$ cat config.mk
export PLATFORM = sky130hd
export DESIGN_NAME = pmst_ctrl
export DESIGN_NICKNAME = d
export VERILOG_FILES = /design/src/hw/rtl/pmst_pkg.sv /design/src/hw/rtl/pmst_ctrl.sv
export SDC_FILE = /design/constraint.sdc
export NUM_CORES = 1
export LEC_CHECK = 0
export ABC_AREA = 1
export BUFFER_PORTS_ARGS = -buffer_cell sky130_fd_sc_hd__buf_2
export CAP_MARGIN = 20
export CORE_ASPECT_RATIO = 0.9
export CORE_MARGIN = 2
export CORE_UTILIZATION = 30
export DETAILED_ROUTE_END_ITERATION = 8
export MAX_ROUTING_LAYER = met4
export PLACE_DENSITY_LB_ADDON = 0.2
export SLEW_MARGIN = 20
export SYNTH_ARGS = -nofsm -noshare
export SYNTH_HDL_FRONTEND = slang
export SYNTH_SLANG_ARGS = --single-unit
$ cat constraint.sdc
create_clock -name clock -period 1.8 [get_ports clock]
set_input_delay 0 -clock clock [delete_from_list [all_inputs] [get_ports clock]]
set_output_delay 0 -clock clock [all_outputs]
set_load 0.05 [all_outputs]
$ cat src/hw/rtl/pmst_pkg.sv
// Shared command and status types for the Prim spanning tree block.
`default_nettype none

package pmst_pkg;

   // Controller to datapath commands, at most one step a cycle
   typedef struct packed {
      logic load;        // store one matrix entry
      logic init;        // clear tree, start first pass from vertex 0
      logic scan_issue;  // issue one row read of the current pass
      logic pick;        // take the chosen vertex, start next pass
      logic out_begin;   // point the output walk at vertex 1
      logic out_mat;     // fetch the reported edge weight
      logic out_emit;    // present one edge and step
   } cmd_type;

   // Datapath to controller status
   typedef struct packed {
      logic n_ok;        // vertex count is two or more
      logic v_last;      // vertex counter sits on n-1
      logic last_pass;   // the pass just drained was the final one
   } sts_type;

endpackage

`default_nettype wire

$ cat src/hw/rtl/pmst_ctrl.sv
// Controller state machine: load, Prim passes and edge output sequencing.
`default_nettype none

module pmst_ctrl
   import pmst_pkg::*;
(
   input  wire logic    clock,
   input  wire logic    reset,
   input  wire logic    start,
   input  wire logic    req_last,
   input  wire sts_type sts,
   output cmd_type      cmd,
   output logic         busy,
   output logic         rsp_valid
);

   typedef enum logic [7:0] {
      ST_IDLE  = 8'b0000_0001,
      ST_INIT  = 8'b0000_0010,
      ST_SCAN  = 8'b0000_0100,
      ST_DRAIN = 8'b0000_1000,
      ST_PICK  = 8'b0001_0000,
      ST_OPAR  = 8'b0010_0000,
      ST_OMAT  = 8'b0100_0000,
      ST_EMIT  = 8'b1000_0000
   } state_type;

   state_type state_ff, state_in;

   always_comb begin
      state_in = state_ff;
      cmd      = '0;
      unique case (state_ff)
         ST_IDLE: begin
            if (start) begin
               cmd.load = 1'b1;
               if (req_last && sts.n_ok) begin
                  state_in = ST_INIT;
               end
            end
         end
         ST_INIT: begin
            cmd.init = 1'b1;
            state_in = ST_SCAN;
         end
         ST_SCAN: begin
            cmd.scan_issue = 1'b1;
            if (sts.v_last) begin
               state_in = ST_DRAIN;
            end
         end
         ST_DRAIN: begin
            state_in = ST_PICK;
         end
         ST_PICK: begin
            if (sts.last_pass) begin
               cmd.out_begin = 1'b1;
               state_in      = ST_OPAR;
            end else begin
               cmd.pick = 1'b1;
               state_in = ST_SCAN;
            end
         end
         ST_OPAR: begin
            state_in = ST_OMAT;
         end
         ST_OMAT: begin
            cmd.out_mat = 1'b1;
            state_in    = ST_EMIT;
         end
         ST_EMIT: begin
            cmd.out_emit = 1'b1;
            state_in     = sts.v_last ? ST_IDLE : ST_OPAR;
         end
         default: begin
            state_in = ST_IDLE;
         end
      endcase
   end

   always_ff @(posedge clock) begin
      if (reset) begin
         state_ff <= ST_IDLE;
      end else begin
         state_ff <= state_in;
      end
   end

   assign busy      = (state_ff != ST_IDLE);
   assign rsp_valid = (state_ff == ST_EMIT);

`ifndef SYNTH
   a_busy_after_last: assert property (@(posedge clock) disable iff (reset)
      $rose(busy) |-> $past(start && req_last))
      else $error("busy rose without a last transaction");
   a_strobe_single: assert property (@(posedge clock) disable iff (reset)
      rsp_valid |=> !rsp_valid)
      else $error("result strobe held two cycles");
`endif

endmodule

`default_nettype wire

==> impl_results.md, run 1 <==
- Remaining DRCs: 0
- Drt via density: roughly 4.2
- 1st-pass router iterations: 4
- Fin. max-slew vios: 0
- Warnings from Yosys: 0
- Crit-path cells: inv_1, nand2_1, nor2_1, nand2_1, nor2_2, buf_2
- Crit share post-route: 0.752
- # setup viols final: 0
- Setup TNS: 0 ps
- Post-CTS Hold Buffers: 1
- Worst Min Path Start: sts[1]
- TritonCTS Buffers: 3
- Sequential area share after synthesis: 0.286
- CTS tree: done
- Max FFs per register: 8
- Most used cell, CP: nand2_1
- Minimum clock period: between 1000 and 1500 ps
- Clock Latency Late Sink: between 200 and 300 ps
- Syn_nets: a little under 100
- Die Area: between 2000 and 2500 um2
- Placed cell count: around 130
- Post-CTS setup buffer count: 0
- I/O pins: 16
- Max-Cap Viols: 0
- Leak pwr: around 0.43 nW
- Reg2reg start: state_ff[4]$_SDFFE_PP0P_
- Relative max-transition margin: 0.836
- CP max-delay cell: dfxtp_1
- Crit-path leading delay family: simple AND/OR/NAND/NOR gates
- N_diodes: 0
- Grt ovf: 0
- Least-Margin Pin Slew: 248 ps
- DR iter-0 viols: 13
- PwrDens: approximately 840 nW/um2
- Largest regs: state_ff (8)
- Non-Filler Instances: roughly 130
- Maximum number of pins on one net before global-route repair: 6
- Post-Synthesis Cells: 90
- Synth unique cells: 18
- Maximum fanout along the worst path: 3
- Hold WC Path Type: input pin to flop
- Outcome: complete, no violations
- Critical Path Max Stage Delay: between 300 and 400 ps
- Core Box Area: between 1500 and 2000 um2
- Die H: 45.0 um
- DRT Wirelength: ~1100 um
- # resized after CTS: 0
- Commonest non-fill, non-tap cell in the layout: nand2_1
- RSZ-0062 raised after global routing: no
- Required @ worst endpoint: approximately 1800 ps
- Num Clock Sinks: 8
- Top reg by flops: state_ff
- CTS Buffer Depth: 2
- Critical Path AT: 1350 ps
- GPL Wtd Cong: 0.817
- Fmax: about 0.74 GHz
- Nets: roughly 120
- Post-DP HPWL: around 990 um
- Global-route wire length before repair: roughly 2000 um
- WS Path Type: flop to output port
- Drt wl/cell: between 8 and 9 um
- Antenna-violating nets left: 0
- Yosys reg bits: 8
- Worst Skew: approximately 13 ps
- Bufs and invs on worst path: 2
- Crit path from: state_ff[5]$_SDFFE_PP0P_
- Htree depth: 1
- Mapped Area: ~560 um2
- Clock slew at the register clock pins of the worst setup and hold paths: ~60 ps
- Kind of end point of the critical path: output port
- Root Driver: clkbuf_4
- Synth Area per Inst: between 6 and 7 um2
- Vias in the first global route: just under 500
- Initial antenna violation count: 0
- Layout cells sized above 1: 0.352
- Vias: 549
- VDD IR max: between 0.0003 and 0.0004 V
- GRT Overall Usage: 0.129
- Most frequent cells in the layout: 23 x nand2_1, 15 x inv_1, 15 x buf_2
- FP Rows: 14
- Layout area overhead: 23.7%
- Critical Path Start Type: flop
- Die width: a little under 50 um
- Initial Utilization: 0.326
- Port bufs: 15
- Final Hold Viols: 0
-- worst paths after layout --
path / to / slack (ps) / cells past startpoint
max reg2reg: state_ff[0]$_SDFFE_PP1P_ / 710 / 8
min: state_ff[0]$_SDFFE_PP1P_ / 20 / 3
min reg2reg: state_ff[4]$_SDFFE_PP0P_ / 580 / 4
max: cmd[2] / 450 / 6
-- layout make-up --
cell class	instances	area (um2)
fillers	201	1020
multi-input cells	59	304
flip-flops and latches	8	160
inverters	22	90.1
repair buffers	16	85.1
well taps	24	30.0
clock buffers	3	22.5
-- layer usage --
metal / GRT usage / part of all wire / vias up
li1: - / - / 300
met1: 0.174 / 0.52 / 227
met2: 0.173 / 0.38 / 17
met3: 0.00993 / 0.054 / 5
met4: 0.117 / 0.047 / 0
met5: - / 0 / -
-- synthesized netlist by cell type --
cell type,number,share of area
clkinv_1,1,0.0067
nor2_1,14,0.094
nand3_2,1,0.018
inv_1,15,0.10
nor2_4,2,0.040
inv_4,1,0.011
inv_2,4,0.027
o21a_1,1,0.013
nand2_4,3,0.060
nand3_1,3,0.027
nor2_2,4,0.045
nand2_2,3,0.034
nand2_1,23,0.15
clkinv_4,1,0.016
dfxtp_1,8,0.29
a21oi_1,1,0.0089
buf_4,1,0.013
nand4_1,4,0.045
-- logic make-up (layout without fill, tap and decap cells) --
logic type,after synthesis,after routing,synth area share
compound gates,2,2,0.0224
buf+inv,23,41,0.174
flops,8,8,0.286
simple gates,57,57,0.517
-- tightest hold or removal path, cell delays in order --
cell     delay (ps)
buf_2           110
nand2_1          50
nand3_1          70
-- stage by stage --
stage	power, W	worst slack (ps)	area (um2)	hold WS, ps	util
finish	0.000579	446	692	21.0	0.403
CTS	0.000585	449	692	19.8	0.403
floorplan	0.000393	95.4	562	72.4	-
global placement	0.000444	706	659	222	0.384
global route	0.000621	293	692	43.9	0.403
detailed placement	0.000444	718	659	221	0.384
-- power by group --
part,switching [W],total (W),internal [W]
registers,0.00000842,0.000200,0.000191
logic,0.000174,0.000238,0.0000634
clock network,0.0000652,0.000142,0.0000766
total,0.000248,0.000579,0.000331
Note: power is estimated with default switching activity, not from simulation.
==> run 2, diff against run 1 <==
clock period = 1.2 ns   (was 1.8 ns; I/O delays follow)
==> run 2 against run 1 <==
The run now ends with negative setup slack left. Core utilization rose by 9.0 points. Register-to-register slack got worse by 720 ps. Clock power rose by 48%. Combinational power rose by 89%. Non-clock buffer count rose by 2. Critical path depth did not move. Critical path type unchanged. Critical endpoint unchanged.
==> impl_results.md, run 2 (synthesis gave the netlist of run 1 again) <==
- Final Hold Viols: 0
- Least-Margin Pin Slew: 209 ps
- Worst Hold Path EP: state_ff[0]$_SDFFE_PP1P_
- Reg2reg end: state_ff[0]$_SDFFE_PP1P_
- Kind of end point of the critical path: output port
- Leak pwr: roughly 0.46 nW
- DRT Wirelength: 1290 um
- Drt via density: about 4.3
- Sw Ratio: 0.422
- FP Rows: 14
- Clock slew at the register clock pins of the worst setup and hold paths: about 50 ps
- Worst Setup Slack, final: -62.9 ps
- RSZ-0062 raised after global routing: yes
- Fin. max-slew vios: 0
- Most frequent cells in the layout: 19 x nand2_1, 12 x inv_1, 9 x nor2_1
- Bufs and invs on worst path: 2
- Relative max-transition margin: 0.860
- Hold WC Path Type: input pin to flop
- CTS tree: done
- Final instance area: about 850 um2
- Root Driver: clkbuf_4
- Critical Path Start Type: flop
- Layout cells sized above 1: 0.545
- N_diodes: 0
- Required @ worst endpoint: around 1200 ps
- Crit share post-route: 1.05
- Htree depth: 1
- Port bufs: 15
- Initial Utilization: 0.326
- Hold path depth: 3
- Vias in the first global route: ~570
- I/O pins: 16
- Die H: around 45 um
- Maximum number of pins on one net before global-route repair: 6
- Worst Skew: ~6 ps
- Layout area overhead: 51.2%
- 1st-pass router iterations: 4
- DR iter-0 viols: 17
- Failing checks: negative setup slack
- Logic gate share of total power: 0.468
- Outcome: finished with violations
- Largest regs: state_ff (8)
- Max-Cap Viols: 0
- Crit-path cells: inv_2, nand2_2, nor2_4, nand2_2, nor2_4, buf_8
- Maximum fanout along the worst path: 5
- Global-route wire length before repair: between 2000 and 2500 um
- Clock Latency Late Sink: approximately 260 ps
- Initial antenna violation count: 0
- Vias: slightly below 600
- Antenna-violating nets left: 0
- Nets: roughly 120
- Non-Filler Instances: 134
- Flop2flop setup slack: -10 ps
- Seq pwr share: 0.315
- Register area: 171 um2
- Multi-input combinational cell area: approximately 360 um2
- Die width: slightly below 50 um
- # setup viols final: 8
- Core Box Area: roughly 1700 um2
- Critical Path AT: between 1000 and 1500 ps
- Number of fillers in the final layout: approximately 180
- Clock Power Share: 0.218
- Drt wl/cell: ~9.6 um
- Placed cell count: around 130
- Die Area: 2230 um2
- Reg2reg start: state_ff[6]$_SDFFE_PP0P_
- Crit. path cell count: 6
- CTS Buffer Depth: 2
- CP max-delay cell: dfxtp_2
- GPL Wtd Cong: 0.773
- WS Path Type: flop to output port
- Commonest non-fill, non-tap cell in the layout: nand2_1
- Top reg by flops: state_ff
- Minimum clock period: around 1300 ps
- TritonCTS Buffers: 3
- Fmax: 0.792 GHz
- GRT Overall Usage: 0.144
- Critical Path Max Stage Delay: between 300 and 400 ps
- PwrDens: 1140 nW/um2
- Int Power: roughly 0.00056 W
- Cells on worst reg2reg path: 7
- Max FFs per register: 8
- Crit-path leading delay family: simple AND/OR/NAND/NOR gates
- Num Clock Sinks: 8
- Post-DP HPWL: about 1000 um
- Worst Min Path Start: sts[1]
- VDD IR max: approximately 0.00074 V
- Net Switching: a little over 0.0004 W
- Placed cell areas: slightly below 700 um2
- Grt ovf: 0
- Remaining DRCs: 0
[run 2: cell types whose count changed in the layout (fill, tap and decap cells not counted), sizes merged]
cell,previous run,this run
clkinvlp,0,1
inv,20,19
buf,15,17
[run 2: how the worst max path moves through the flow]
stage	start	to	slack [ps]
after global routing	state_ff[0]$_SDFFE_PP1P_	cmd[2]	-140
final	state_ff[2]$_SDFFE_PP0P_	cmd[2]	-60
after floorplan	state_ff[5]$_SDFFE_PP0P_	cmd[6]	-350
after detailed placement	state_ff[3]$_SDFFE_PP0P_	state_ff[0]$_SDFFE_PP1P_	90
after CTS	state_ff[6]$_SDFFE_PP0P_	cmd[6]	-60
after global placement	state_ff[7]$_SDFFE_PP0P_	cmd[2]	100
[run 2: timing repair]
| action | in CTS | in global routing |
|---|---|---|
| buffers inserted | 2 | 0 |
| hold endpoints to repair | 2 | 0 |
| gates resized for setup | 35 | 4 |
| pin swaps | 5 | 3 |
| hold buffers | 1 | 0 |
| endpoints found under the setup margin | 9 | 10 |
[run 2: area by class of cell]
cell class | instances | share of cell area
inverters | 22 | 0.112
well taps | 24 | 0.0355
flip-flops and latches | 8 | 0.203
clock buffers | 3 | 0.0266
repair buffers | 18 | 0.198
multi-input cells | 59 | 0.425
[run 2: power by group through the flow]
stage / registers, W / clock network [W] / logic [W]
6_report: 0.000303 / 0.000210 / 0.000451
5_1_grt: 0.000305 / 0.000242 / 0.000483
4_1_cts: 0.000302 / 0.000214 / 0.000444
3_5_place_dp: 0.000308 / 0 / 0.000381
3_3_place_gp: 0.000308 / 0 / 0.000380
2_1_floorplan: 0.000305 / 0 / 0.000307
[run 2: per-stage QoR]
| step | hold slack (ps) | utilization | setup slack, ps | total power, W | setup TNS, ps |
|---|---|---|---|---|---|
| floorplan | 65.0 | - | -353 | 0.000613 | -683 |
| detailed placement | 211 | 0.402 | 85.5 | 0.000688 | 0 |
| CTS | 16.2 | 0.484 | -56.0 | 0.000960 | -253 |
| finish | 20.4 | 0.493 | -62.9 | 0.000963 | -306 |
| global placement | 223 | 0.402 | 95.9 | 0.000688 | 0 |
| global route | 5.89 | 0.493 | -144 | 0.00103 | -955 |
[run 2: routing by layer]
metal	up-vias	share of wire	GRT usage
li1	305	-	-
met1	256	0.46	0.158
met2	19	0.46	0.235
met3	2	0.064	0.0464
met4	0	0.016	0.0833
met5	-	0	-
[run 2: worst register-to-register path: stages, from the launching register on]
cell and delay, ps:
dfxtp_2 340, nor2_4 140, nand4_1 210, buf_4 200, nand2_2 60, nor2_1 40, nand2_1 50, nand3_1 50
==> run 3, diff against run 2 <==
ABC_AREA = default   (was 1)
==> run 3 against run 2 <==
Hold slack improved by 72 ps. Via count rose by 20%. First-iteration DRC count fell by 35%. The run still ends with negative setup slack left. Clock power rose by 5%. Total power fell by 30%. Synthesized area fell by 11%. Sequential share of layout area fell by 4.9 points. Non-clock buffer count rose by 29. Cell count fell by 3.7%. Global-route usage rose by 8.2 points.
==> impl_results.md, run 3 <==
- Placed cell count: 111
- Final instance area: around 1100 um2
- Required @ worst endpoint: 1200 ps
- Non-Filler Instances: around 130
- M2 GR Usage: 0.375
- Initial antenna violation count: 0
- Drt wl/cell: 16.3 um
- Least-Margin Pin Slew: 288 ps
- Syn_nets: 66
- WS Path Type: flop to output port
- Antenna-violating nets left: 0
- Final Hold Viols: 0
- Maximum fanout along the worst path: 3
- DR iter-0 viols: 11
- Fmax: between 0.6 and 0.7 GHz
- Top reg by flops: state_ff
- Fin. max-slew vios: 0
- Cells on worst reg2reg path: 5
- Critical Path Start Type: flop
- Leak pwr: a little over 0.5 nW
- Place WS: -293 ps
- Vias: between 600 and 700
- Crit share post-route: 1.38
- Global-route wire length before repair: approximately 3000 um
- GR peak layer: met2
- I/O pins: 16
- Reg2reg start: state_ff[7]$_SDFFE_PP0P_
- Layout cells sized above 1: 0.748
- Sequential area share after synthesis: 0.321
- Clock Latency Late Sink: around 260 ps
- CTS tree: done
- Relative max-transition margin: 0.808
- FP Rows: 13
- Post-synth top cells: 8 x dfxtp_1, 7 x nor2_1, 4 x inv_1
- Synth unique cells: 31
- Post-Synthesis Cells: 59
- Root Driver: clkbuf_4
- Largest regs: state_ff (8)
- Critical Path AT: about 1700 ps
- Remaining DRCs: 0
- CTS Buffer Depth: 2
- Initial Utilization: 0.334
- Vias in the first global route: approximately 670
- Most frequent cells in the layout: 19 x buf_4, 12 x buf_6, 8 x buf_8
- Num Clock Sinks: 8
- Most common cell in the netlist: dfxtp_1
- GPL Wtd Cong: about 0.77
- M1 GR Usage: 0.253
- Die Area: 2010 um2
- Htree depth: 1
- Synth Area per Inst: about 8.5 um2
- Warnings from Yosys: 0
- VDD IR max: ~0.00061 V
- Flop2flop setup slack: -350 ps
- Grt ovf: 0
- Commonest non-fill, non-tap cell in the layout: buf_4
- Yosys reg bits: 8
- Minimum clock period: approximately 1700 ps
- Core Box Area: 1500 um2
- Worst Min Path Start: sts[1]
- Drt via density: about 5.4
- Setup crit end: cmd[6]
- Die H: 42.7 um
- Failing checks: negative setup slack
- Hold WC Path Type: input pin to flop
- TritonCTS Buffers: 3
- Mapped Area: 499 um2
- Post-synth top area share: 0.321
- Met3 Use GR: 0.0766
- Async set-or-reset flop fraction in the synthesized netlist: 0
- Reg2reg end: state_ff[3]$_SDFFE_PP0P_
- N_diodes: 0
- Worst Skew: roughly 3.2 ps
- Max FFs per register: 8
- Crit path from: state_ff[7]$_SDFFE_PP0P_
- Kind of end point of the critical path: output port
- Most common flop cell mapped by yosys: dfxtp_1
- PwrDens: 589 nW/um2
- # setup viols final: 17
- Post-DP HPWL: around 1200 um
- RSZ-0062 raised after global routing: yes
- Placed cell areas: between 700 and 800 um2
- Clock slew at the register clock pins of the worst setup and hold paths: about 60 ps
- Nets: around 120
- Layout area overhead: 130%
- Worst Setup Slack, final: -452 ps
- Outcome: finished with violations
- Yosys top cell by area: dfxtp_1
- Die width: 47 um
- Post-synth EDFFs: 0
- Port bufs: 15
- Area contributors post-synth: dfxtp_1 32%, or4b_4 5.5%, nor2_1 5.3%, and3_1 3.8%, and4_1 3.5%
- GRT Overall Usage: 0.226
- 1st-pass router iterations: 5
- DRT Wirelength: 2100 um
- Maximum number of pins on one net before global-route repair: 7
- Max-Cap Viols: 0
run 3: layout make-up:
| cell class | count | area (um2) |
|---|---|---|
| Clock buffer | 3 | 22.5 |
| Tap cell | 22 | 27.5 |
| Timing Repair Buffer | 47 | 458 |
| Fill cell | 105 | 347 |
| Multi-Input combinational cell | 44 | 439 |
| Sequential cell | 8 | 176 |
| Inverter | 5 | 26.3 |
run 3: logic make-up after synthesis:
kind of cell,synth area share
AO/OA/AOI/OAI,0.138
XOR/XNOR,0.0175
buffers and inverters,0.0676
flip-flops,0.321
AND/OR/NAND/NOR,0.456
run 3: power breakdown:
part	internal (W)	total, W	switching, W
combinational	0.0000968	0.000188	0.0000908
clock	0.000115	0.000220	0.000104
sequential	0.000264	0.000270	0.00000599
run 3: per-layer routing:
metal | part of all wire | vias to the layer above
met5 | 0 | -
met3 | 0.049 | 10
met4 | 0.028 | 0
li1 | - | 324
met1 | 0.40 | 334
met2 | 0.52 | 28
run 3: how the worst min path moves through the flow:
stage / cells after the start / slack, ps / endpoint
detailed placement: 2 / 230 / state_ff[1]$_SDFFE_PP0P_
floorplan: 1 / 70 / state_ff[1]$_SDFFE_PP0P_
CTS: 2 / 50 / state_ff[3]$_SDFFE_PP0P_
global route: 2 / 90 / state_ff[3]$_SDFFE_PP0P_
finish: 2 / 90 / state_ff[3]$_SDFFE_PP0P_
global placement: 2 / 220 / state_ff[1]$_SDFFE_PP0P_
run 3: timing repair:
action,in CTS,in global routing
endpoints found under the hold margin,1,0
hold buffers,1,0
pin swaps,13,12
setup buffers,8,6
setup endpoints to repair,17,17
resized for setup,44,16
run 3: worst max-delay path: stages (launching register included):
cell and delay [ps]:
dfxtp_2 330, or4_4 570, nor2_4 190, and2_4 170, buf_8 140
run 3: stage by stage:
step	hold WS [ps]	util	setup TNS (ps)	power (W)
2_1_floorplan	71.8	-	-2630	0.000356
3_3_place_gp	223	0.515	-3550	0.000399
3_5_place_dp	226	0.515	-3510	0.000399
4_1_cts	52.8	0.689	-5870	0.000670
5_1_grt	93.7	0.768	-6920	0.000708
6_report	92.6	0.768	-6090	0.000678
